**src/rtl/sdf_pkg.sv**
```systemverilog
`default_nettype none

package sdf_pkg;

  // Input transaction: one value plus its formatting flags
  typedef struct packed {
    logic signed [31:0] value;
    logic               zero_flag;
    logic               left_flag;
    logic               precision_given;
    logic [5:0]         precision;
    logic [5:0]         width;
  } sdf_in_t;

  // Result transaction: one character of the text
  typedef struct packed {
    logic [7:0] character;
    logic       char_valid;
    logic       last;
    logic [6:0] total_length;
  } sdf_out_t;

  // Controller to datapath commands
  typedef struct packed {
    logic load;   // capture input transaction, start conversion
    logic step;   // two binary-to-BCD iterations
    logic size;   // work out digit count, padding and length
    logic emit;   // load next character into the output register
  } sdf_cmd_t;

  // Datapath to controller status
  typedef struct packed {
    logic out_free;   // output register can take a character this cycle
    logic last_char;  // character offered now is the final one
  } sdf_status_t;

  // Conversion: 32 magnitude bits, two per cycle
  localparam int unsigned ConvCycles = 16;
  localparam int unsigned ConvCntW   = $clog2(ConvCycles);

endpackage

`default_nettype wire

```
**src/rtl/sdf_ctrl.sv**
```systemverilog
`default_nettype none

module sdf_ctrl (
  input  wire                 clk,
  input  wire                 rst_n,
  input  wire                 in_valid,
  output logic                in_ready,
  input  sdf_pkg::sdf_status_t status,
  output sdf_pkg::sdf_cmd_t    cmd
);
  import sdf_pkg::*;

  localparam logic [1:0] ST_IDLE = 2'd0;
  localparam logic [1:0] ST_CONV = 2'd1;
  localparam logic [1:0] ST_SIZE = 2'd2;
  localparam logic [1:0] ST_EMIT = 2'd3;

  logic [1:0]          state_r, state_nxt;
  logic [ConvCntW-1:0] cnt_r, cnt_nxt;

  // Sequence one transaction: convert, size, then stream characters
  always_comb begin
    state_nxt = state_r;
    cnt_nxt   = cnt_r;
    cmd       = '0;
    in_ready  = 1'b0;
    case (state_r)
      ST_IDLE: begin
        in_ready = 1'b1;
        if (in_valid) begin
          cmd.load  = 1'b1;
          cnt_nxt   = '0;
          state_nxt = ST_CONV;
        end
      end
      ST_CONV: begin
        cmd.step = 1'b1;
        cnt_nxt  = cnt_r + 1'b1;
        if (cnt_r == ConvCntW'(ConvCycles - 1)) begin
          state_nxt = ST_SIZE;
        end
      end
      ST_SIZE: begin
        cmd.size  = 1'b1;
        state_nxt = ST_EMIT;
      end
      ST_EMIT: begin
        if (status.out_free) begin
          cmd.emit = 1'b1;
          if (status.last_char) begin
            state_nxt = ST_IDLE;
          end
        end
      end
      default: begin
        state_nxt = ST_IDLE;
      end
    endcase
  end

  always_ff @(posedge clk) begin
    if (!rst_n) begin
      state_r <= ST_IDLE;
      cnt_r   <= '0;
    end else begin
      state_r <= state_nxt;
      cnt_r   <= cnt_nxt;
    end
  end

endmodule

`default_nettype wire

```
**src/rtl/sdf_dp.sv**
```systemverilog
`default_nettype none

module sdf_dp (
  input  wire                  clk,
  input  wire                  rst_n,
  input  sdf_pkg::sdf_in_t     in_data,
  input  sdf_pkg::sdf_cmd_t    cmd,
  output sdf_pkg::sdf_status_t status,
  output logic                 out_valid,
  input  wire                  out_ready,
  output sdf_pkg::sdf_out_t    out_data
);
  import sdf_pkg::*;

  localparam logic [7:0] CharMinus = 8'h2d;
  localparam logic [7:0] CharZero  = 8'h30;

  // One shift-add-3 iteration: adjust each BCD digit, shift in one bit
  function automatic logic [39:0] dabble(input logic [39:0] bcd, input logic bit_in);
    logic [39:0] adj;
    adj = bcd;
    for (int d = 0; d < 10; d++) begin
      if (bcd[d*4 +: 4] >= 4'd5) begin
        adj[d*4 +: 4] = bcd[d*4 +: 4] + 4'd3;
      end
    end
    return {adj[38:0], bit_in};
  endfunction

  logic [31:0] bin_r;
  logic [39:0] bcd_r;
  logic        neg_r, fill_r, prec_given_r, is_zero_r, empty_r;
  logic [5:0]  prec_r, wid_r;
  logic [6:0]  pre_r, total_r, k_r;
  logic [3:0]  dig_r;
  logic        out_valid_r;
  sdf_out_t    out_data_r;

  logic [31:0] mag;
  logic [39:0] bcd_one;
  logic [3:0]  hi_dig, ndig;
  logic [6:0]  sign_len, body, zeros, prec_eff, total_nxt;
  logic        empty_nxt;
  sdf_out_t    res;

  assign mag     = in_data.value[31] ? (~in_data.value + 32'd1) : in_data.value;
  assign bcd_one = dabble(bcd_r, bin_r[31]);

  // Digit count from the highest nonzero BCD digit; zero has one digit
  always_comb begin
    hi_dig = 4'd0;
    for (int d = 0; d < 10; d++) begin
      if (bcd_r[d*4 +: 4] != 4'd0) begin
        hi_dig = 4'(d);
      end
    end
  end
  assign ndig = hi_dig + 4'd1;

  // Padding: zero-fill to width, or pad digits up to precision
  always_comb begin
    sign_len  = {6'd0, neg_r};
    body      = sign_len + {3'd0, ndig};
    prec_eff  = prec_given_r ? {1'b0, prec_r} : 7'd0;
    zeros     = 7'd0;
    if (fill_r) begin
      if (body < {1'b0, wid_r}) begin
        zeros = {1'b0, wid_r} - body;
      end
    end else if ({3'd0, ndig} < prec_eff) begin
      zeros = prec_eff - {3'd0, ndig};
    end
    empty_nxt = is_zero_r && prec_given_r && (prec_r == 6'd0);
    total_nxt = empty_nxt ? 7'd0 : (body + zeros);
  end

  // Character for the current position, and output register space
  always_comb begin
    res = '0;
    status.out_free  = !out_valid_r || out_ready;
    status.last_char = empty_r || (k_r + 7'd1 == total_r);
    if (!empty_r) begin
      res.char_valid = 1'b1;
      if (neg_r && (k_r == 7'd0)) begin
        res.character = CharMinus;
      end else if (k_r < pre_r) begin
        res.character = CharZero;
      end else begin
        res.character = CharZero + {4'd0, bcd_r[dig_r*4 +: 4]};
      end
    end
    res.last = status.last_char;
    res.total_length = status.last_char ? total_r : 7'd0;
  end

  // Capture, convert, size and advance through the text
  always_ff @(posedge clk) begin
    if (cmd.load) begin
      bin_r        <= mag;
      bcd_r        <= '0;
      neg_r        <= in_data.value[31];
      fill_r       <= in_data.zero_flag && !in_data.left_flag && !in_data.precision_given;
      prec_given_r <= in_data.precision_given;
      prec_r       <= in_data.precision;
      wid_r        <= in_data.width;
      is_zero_r    <= (in_data.value == 32'sd0);
    end
    if (cmd.step) begin
      bcd_r <= dabble(bcd_one, bin_r[30]);
      bin_r <= {bin_r[29:0], 2'b00};
    end
    if (cmd.size) begin
      pre_r   <= sign_len + zeros;
      total_r <= total_nxt;
      empty_r <= empty_nxt;
      k_r     <= 7'd0;
      dig_r   <= hi_dig;
    end
    if (cmd.emit) begin
      k_r <= k_r + 7'd1;
      if (!(neg_r && (k_r == 7'd0)) && !(k_r < pre_r)) begin
        dig_r <= dig_r - 4'd1;
      end
    end
  end

  // Output register: hold until taken, refill on emit
  always_ff @(posedge clk) begin
    if (!rst_n) begin
      out_valid_r <= 1'b0;
    end else if (cmd.emit) begin
      out_valid_r <= 1'b1;
    end else if (out_ready) begin
      out_valid_r <= 1'b0;
    end
  end

  always_ff @(posedge clk) begin
    if (cmd.emit) begin
      out_data_r <= res;
    end
  end

  assign out_valid = out_valid_r;
  assign out_data  = out_data_r;

endmodule

`default_nettype wire

```
**src/rtl/signed_decimal_formatter_unit.sv**
```systemverilog
// Signed decimal formatter.
// Input channel (in_valid/in_ready/in_data) takes one signed 32-bit value with
// printf-style flags; the result channel (out_valid/out_ready/out_data) returns
// the text one character per transaction: minus sign, leading zeros, digits.
// The final transaction of each input has last set and carries total_length.
// A zero value with an explicit precision of 0 yields a single transaction
// with char_valid clear and total_length 0.
// Timing: after acceptance, binary-to-BCD conversion (two bits
// per cycle in the shift-add-3 unit), a sizing state, then one character
// per cycle while the receiver keeps out_ready high.
// One input is processed at a time; in_ready is high only between items, and
// may rise while the final character still waits in the output register.
// A stalled receiver freezes character generation; the output register holds
// its transaction until out_ready is seen.
// Reset (rst_n low, synchronous) drops any item in progress and empties the
// output register.
`default_nettype none

module signed_decimal_formatter_unit (
  input  wire                clk,
  input  wire                rst_n,
  input  wire                in_valid,
  output logic               in_ready,
  input  sdf_pkg::sdf_in_t   in_data,
  output logic               out_valid,
  input  wire                out_ready,
  output sdf_pkg::sdf_out_t  out_data
);
  import sdf_pkg::*;

  sdf_cmd_t    cmd;
  sdf_status_t status;

  // Sequencer
  sdf_ctrl u_ctrl (
    .clk      (clk),
    .rst_n    (rst_n),
    .in_valid (in_valid),
    .in_ready (in_ready),
    .status   (status),
    .cmd      (cmd)
  );

  // Conversion and character datapath
  sdf_dp u_dp (
    .clk       (clk),
    .rst_n     (rst_n),
    .in_data   (in_data),
    .cmd       (cmd),
    .status    (status),
    .out_valid (out_valid),
    .out_ready (out_ready),
    .out_data  (out_data)
  );

endmodule

`default_nettype wire

```
**config.mk**
```make
export PLATFORM = sky130hd
export DESIGN_NAME = signed_decimal_formatter_unit
export DESIGN_NICKNAME = d
export VERILOG_FILES = /design/src/rtl/sdf_pkg.sv /design/src/rtl/sdf_ctrl.sv /design/src/rtl/sdf_dp.sv /design/src/rtl/signed_decimal_formatter_unit.sv
export SDC_FILE = /design/constraint.sdc
export NUM_CORES = 1
export LEC_CHECK = 0
export ABC_CLOCK_PERIOD_IN_PS = 6300
export BUFFER_PORTS_ARGS = -buffer_cell sky130_fd_sc_hd__buf_2
export CORE_MARGIN = 4
export CORE_UTILIZATION = 55
export DETAILED_ROUTE_END_ITERATION = 16
export HOLD_SLACK_MARGIN = 0.06
export PLACE_DENSITY = 0.74
export SLEW_MARGIN = 10
export SYNTH_ARGS = -nofsm -noshare
export SYNTH_HDL_FRONTEND = slang
export SYNTH_SLANG_ARGS = --single-unit
```
**constraint.sdc**
```tcl
create_clock -name clk -period 6.3 [get_ports clk]
set_clock_uncertainty 0.15 [all_clocks]
set_input_delay 1.89 -clock clk [delete_from_list [all_inputs] [get_ports clk]]
set_output_delay 1.89 -clock clk [all_outputs]
set_load 0.1 [all_outputs]
```
# --- Word level (Yosys, flattened, before mapping) ---
# Index checks and enable logic that the tools add are counted.
op_classes:
  n_addsub: 31
  magnitude_cmp: 23
  eq_ne: 9
  shift: 1
  mux: 62
  bitwise: 1
  reduce_logical: 34
op_table:
  columns: ["op", "n"]
  rows:
  - ["two-way mux 32 bit", 3]
  - ["two-way mux 4 bit", 24]
  - ["greater-or-equal comparator 4 x 3 -> 1 bit, second input constant", 20]
  - ["two-way mux 40 bit", 2]
  - ["adder 4 x 2 -> 4 bit, second input constant", 18]
  - ["indexed part select 40 x 7 -> 4 bit", 1]
  - ["nonzero test 4 bit", 9]
  - ["two-way mux 7 bit", 5]
  - ["adder 32 x 1 -> 32 bit, second input constant", 1]
  - ["logical NOT 32 bit", 1]
  - ["inverter 32 bit", 1]
  - ["two-way mux 3 bit", 6]
  - ["two-way mux 6 bit", 3]
  - ["two-way mux 2 bit", 6]
  - ["two-way mux 1 bit", 11]
  - ["adder 4 x 1 -> 4 bit, second input constant", 2]
  - ["case mux 2 bit (4 select lines)", 1]
  - ["case mux 4 bit (2 select lines)", 1]
  - ["nonzero test 2 bit", 4]
  - ["adder 1 x 7 -> 7 bit", 1]
  - ["adder 6 x 4 -> 7 bit, first input constant", 1]
  - ["adder 7 x 1 -> 7 bit, second input constant", 1]
  - ["adder 7 bit", 1]
  - ["== test 7 bit", 1]
  - ["23 further kinds", 37]
totals:
  regBits: 137
  input_bits: 51
  wordCells: 184

# --- Longest topological paths before layout ---
depth:
  ltp_word: 16
  ltp_mapped: 25

# --- Cells and area by module ---
# A second synthesis with hierarchy kept.
hier_totals:
  cells_unflattened: 936
  hier_area_um2: 9559.2
by_module_without_submodules:
  columns: ["mod", "n_inst", "cells_per_inst", "area_per_inst_um2", "seq_area_each_um2"]
  rows:
  - ["sdf_dp", 1, 892, 9168.8, 3833.7]
  - ["sdf_ctrl", 1, 44, 390.4, 120.1]

# --- Worst setup path after synthesis ---
# OpenSTA, ideal clock, no wires.
synth_timing:
  path_type: "register to register"
  startpoint: "register u_dp.bcd_r[20]"
  endpoint: "register u_dp.total_r[5], data pin"
  setup_ps: 263
  arrival_ps: 4593
  required_time_ps: 5887
  setup_slack_ps: 1294
  path_stages_with_launch: 23
  cell_sequence: "edfxtp_1 inv_1 ha_1 nor3b_1 o21ai_0 a21boi_0 o211ai_1 ha_1 ha_1 inv_1 ha_1 nor2b_1 o31a_1 o41ai_1 a31oi_1 o2bb2ai_1 ha_1 a21o_1 a21o_1 a21o_1 a21oi_1 xnor2_1 nor2_1"
synth_between:
  elab_chain_cells: 12
  word_cells_on_any_way: 16
  classes_between: "add/sub (5); order compare (2); mux (8); reduce/logical (1)"
synth_lines:
  columns: ["item", "line", "text"]
  rows:
  - ["start, declared", "sdf_dp.sv:31", "logic [39:0] bcd_r;"]
  - ["start signal, assigned", "sdf_dp.sv:109", "bcd_r <= dabble(bcd_one, bin_r[30]);"]
  - ["nonzero test 4 bit (*)", "sdf_dp.sv:53", "if (bcd_r[d*4 +: 4] != 4'd0) begin"]
  - ["two-way mux 3 bit (*) (3 in series)", "sdf_dp.sv:53", null]
  - ["two-way mux 4 bit (*) (2 in series)", "sdf_dp.sv:53", null]
  - ["adder 4 x 1 -> 4 bit (*)", "sdf_dp.sv:58", "assign ndig = hi_dig + 4'd1;"]
  - ["adder 1 x 4 -> 5 bit", "sdf_dp.sv:63", "body = sign_len + {3'd0, ndig};"]
  - ["subtractor 6 x 7 -> 7 bit or less-than comparator 7 x 6 -> 1 bit (tied branches)", "sdf_dp.sv:68, sdf_dp.sv:67", null]
  - ["two-way mux 7 bit", "sdf_dp.sv:67", "if (body < {1'b0, wid_r}) begin"]
  - ["two-way mux 7 bit", "sdf_dp.sv:66", "if (fill_r) begin"]
  - ["adder 7 bit (*)", "sdf_dp.sv:74", "total_nxt = empty_nxt ? 7'd0 : (body + zeros);"]
  - ["end signal, assigned", "sdf_dp.sv:114", "total_r <= total_nxt;"]
  - ["end, declared", "sdf_dp.sv:34", "logic [6:0] pre_r, total_r, k_r;"]
# Every way passes the cells marked *; elsewhere a longest branch is shown, timed or not.
# A chain may end at the register's enable or synchronous reset.

# --- Worst setup path after layout ---
# Same ends and word-level chain as after synthesis.

==> reports/qor.yml <==
status: "completed"
grt_pass1_vias: 6729
drive_gt1_share_pct: 12.1
ctsRootBufferMaster: "clkbuf_16"
nNetsFinal: 1125
synth_warnings: 0
grt_max_degree: 87
timing.fmax_ghz: 0.175
cp_max_fo: 6
p_per_area_mw_per_mm2: 575
finalHoldViolCount: 0
setup_violations: 0
post-route-period-util_pct: 90.8
core.rowCount: 47
die-area_mm2: 0.0194
synthFlopType: "edfxtp_1"
start_kind: "flop"
cts_max_path_buffers: 2
viasPerCell: 5.68
firstDrtPassIters: 6
cap_violations: 0
fill_cells: 1347
worstSkewPairLatency_ns: 0.43
power_leakage_nw: 4.39
worstSetupPathType: "flop to flop"
cts_made_buffers: 17
relSlewSlack_pct: 41.8
cts_tree: "done"
place_area_mm2: 0.0100
pin_count: 70
core_mm2: 0.0168
post-route-drc-count: 0
grt.total_usage_pct: 20.2
postSynthAreaPerCell_um2: 10.2
routed_wl_mm: 19.4
final-instance-count-excl-fill: 1229
drtAntennaViolNets: 0
design_area_mm2: 0.0106
synth_area_mm2: 0.00949
grt_pass1_wl_mm: 32.3
grt.overflow.total: 0
multi_input_area_mm2: 0.00515
clkTransAtPathRegs_ns: 0.06
synth_cells: 929
tightest_slew_ns: 0.872
wire_per_inst_um: 15.8
antenna_found_initial: 1
n_antenna_cell: 0
ys_ff_latch: 136
synth_edf_count: 123
ir_drop_mv: 0.289
cp_data_required_time_ns: 6.32
arrival_ns: 5.74
place.gp.congestion: 0.849
synthArstFlopShare_pct: 0
finalHoldWorstSlack_ns: 0.308
post_cts_resized: 0
drv_slew: 0
hold_path_class: "flop to flop"
initial_core_util_pct: 56.6
rsz0062_at_grt: "false"
endpoint_kind: "flop"
port_buffers: 67
htree_levels: 4
pre_cts_ws_ns: 0.686
hold_buffers: 0
area_growth_syn_to_layout_pct: 12.1
vias: 6986
seq_area_mm2: 0.00395
fin_util_pct: 63.5
drt_iter0_drc: 445
power_mw: 6.11
cts_sinks: 136
die_y_um: 139
min_period_ns: 5.72
die_x_um: 139
final.setup.worst_slack_ns: 0.580
yosysSeqAreaShare_pct: 41.7
yosysUniqueCellTypes: 62
setup-tns-final_ns: 0
cts_setup_buffers: 0
dp.cells: 1197
hpwl_mm: 14.2
-- report_power, final --
| part | switching [mW] | leakage, nW | total, mW | internal, mW |
|---|---|---|---|---|
| sequential | 0.302 | 1.32 | 1.83 | 1.53 |
| combinational | 1.88 | 2.78 | 3.27 | 1.38 |
| clock | 0.369 | 0.293 | 1.02 | 0.652 |
| total | 2.55 | 4.39 | 6.11 | 3.56 |
-- Yosys cell counts (13+ instances only) --
cell type / count / area share [%]
a21boi_0: 21 / 1.7
a21oi_1: 49 / 2.6
and2_1: 27 / 1.8
clkbuf_1: 17 / 0.67
dfxtp_1: 13 / 2.7
edfxtp_1: 123 / 39
ha_1: 75 / 9.9
inv_1: 80 / 3.2
mux2i_1: 31 / 3.3
nand2_1: 91 / 3.6
nand2b_1: 28 / 1.8
nor2_1: 33 / 1.3
nor2b_1: 21 / 1.4
nor3b_1: 24 / 1.9
o21a_1: 13 / 1.0
o21ai_0: 46 / 2.4
o31ai_1: 14 / 1.1
xnor2_1: 40 / 3.7
xor2_1: 32 / 3.0
-- layer usage --
metal / share of wire (%) / GRT usage [%] / up-vias
met5: 0.036 / 0 / -
met4: 1.2 / 5.66 / 2
met3: 4.9 / 3.91 / 23
met2: 47 / 33.4 / 197
met1: 47 / 27.4 / 3282
li1: - / - / 3482
-- final cells by class --
class | count | area share (%)
clock buffer | 24 | 4.53
clock inverter | 8 | 1.13
inverter | 81 | 2.86
multi-input combinational | 690 | 48.4
sequential | 136 | 37.2
tap | 220 | 2.59
timing repair buffer | 70 | 3.36
-- worst paths after layout --
| kind | slack, ns | cells after the start | to | from |
|---|---|---|---|---|
| setup / recovery | 0.58 | 22 | u_dp.total_r[5]$_SDFFCE_PP0P_ | u_dp.bcd_r[20]$_SDFFCE_PN0P_ |
| hold / removal | 0.31 | 2 | u_dp.bin_r[0]$_SDFFE_PP0P_ | u_dp.bin_r[0]$_SDFFE_PP0P_ |
| setup reg to reg | 0.58 | 22 | u_dp.total_r[5]$_SDFFCE_PP0P_ | u_dp.bcd_r[20]$_SDFFCE_PN0P_ |
| hold reg to reg | 0.31 | 2 | u_dp.bin_r[0]$_SDFFE_PP0P_ | u_dp.bin_r[0]$_SDFFE_PP0P_ |
-- registers in the layout, indices dropped and copies added (netlist names) --
| signal | count |
|---|---|
| u_dp.bin_r | 32 |
| u_dp.out_data | 15 |
| u_dp.fill_r | 1 |
| u_dp.is_zero_r | 1 |
| u_ctrl.cnt_r | 4 |
| u_dp.wid_r | 6 |
| u_dp.bcd_r | 40 |
| u_dp.dig_r | 4 |
| u_dp.neg_r | 1 |
| u_dp.k_r | 7 |
| u_dp.out_valid | 1 |
| u_dp.total_r | 7 |
| u_dp.prec_given_r | 1 |
| u_dp.prec_r | 6 |
| u_dp.pre_r | 7 |
| u_ctrl.state_r | 2 |
| u_dp.empty_r | 1 |
-- layout by cell type, fill, tap and decap left out, types with 14 or more instances in the layout --
| cell | n |
|---|---|
| nor2_1 | 33 |
| a21boi_0 | 21 |
| xor2_1 | 32 |
| inv_1 | 80 |
| o21ai_0 | 46 |
| nor2b_1 | 21 |
| nor3b_1 | 24 |
| nand2b_1 | 27 |
| nand2_1 | 91 |
| mux2i_1 | 31 |
| clkbuf_16 | 17 |
| edfxtp_1 | 123 |
| ha_1 | 74 |
| xnor2_1 | 40 |
| buf_2 | 67 |
| a21oi_1 | 49 |
| and2_1 | 27 |
| o31ai_1 | 14 |
-- worst max-delay path, cell delays in order (launching register included) --
cell and delay [ns]:
edfxtp_1 0.42, inv_1 0.12, ha_1 0.21, nor3b_1 0.33, o21ai_0 0.13, a21boi_0 0.19, o211ai_1 0.20, ha_1 0.40
ha_1 0.43, inv_1 0.07, ha_1 0.30, nor2b_1 0.17, o31a_1 0.27, o41ai_1 0.37, a31oi_1 0.19, o2bb2ai_1 0.26
ha_1 0.31, a21o_1 0.16, a21o_1 0.20, a21o_1 0.19, a21oi_1 0.18, xnor2_1 0.14, nor2_1 0.05
-- kinds of logic (layout without fill, tap and decap cells) --
logic type / count (synthesis) / after routing / synth area share [%]
AOI/OAI and AO/OA: 202 / 202 / 13.8
DFF: 136 / 136 / 41.7
buffers and inverters: 104 / 183 / 4.20
other: 1 / 2 / 0.0395
xor gates and xnor gates: 76 / 76 / 7.62
adders and majority gates: 78 / 78 / 10.5
and+or+nand+nor: 291 / 291 / 16.8
muxes: 41 / 41 / 5.40
(Power assumes the default switching activity.)
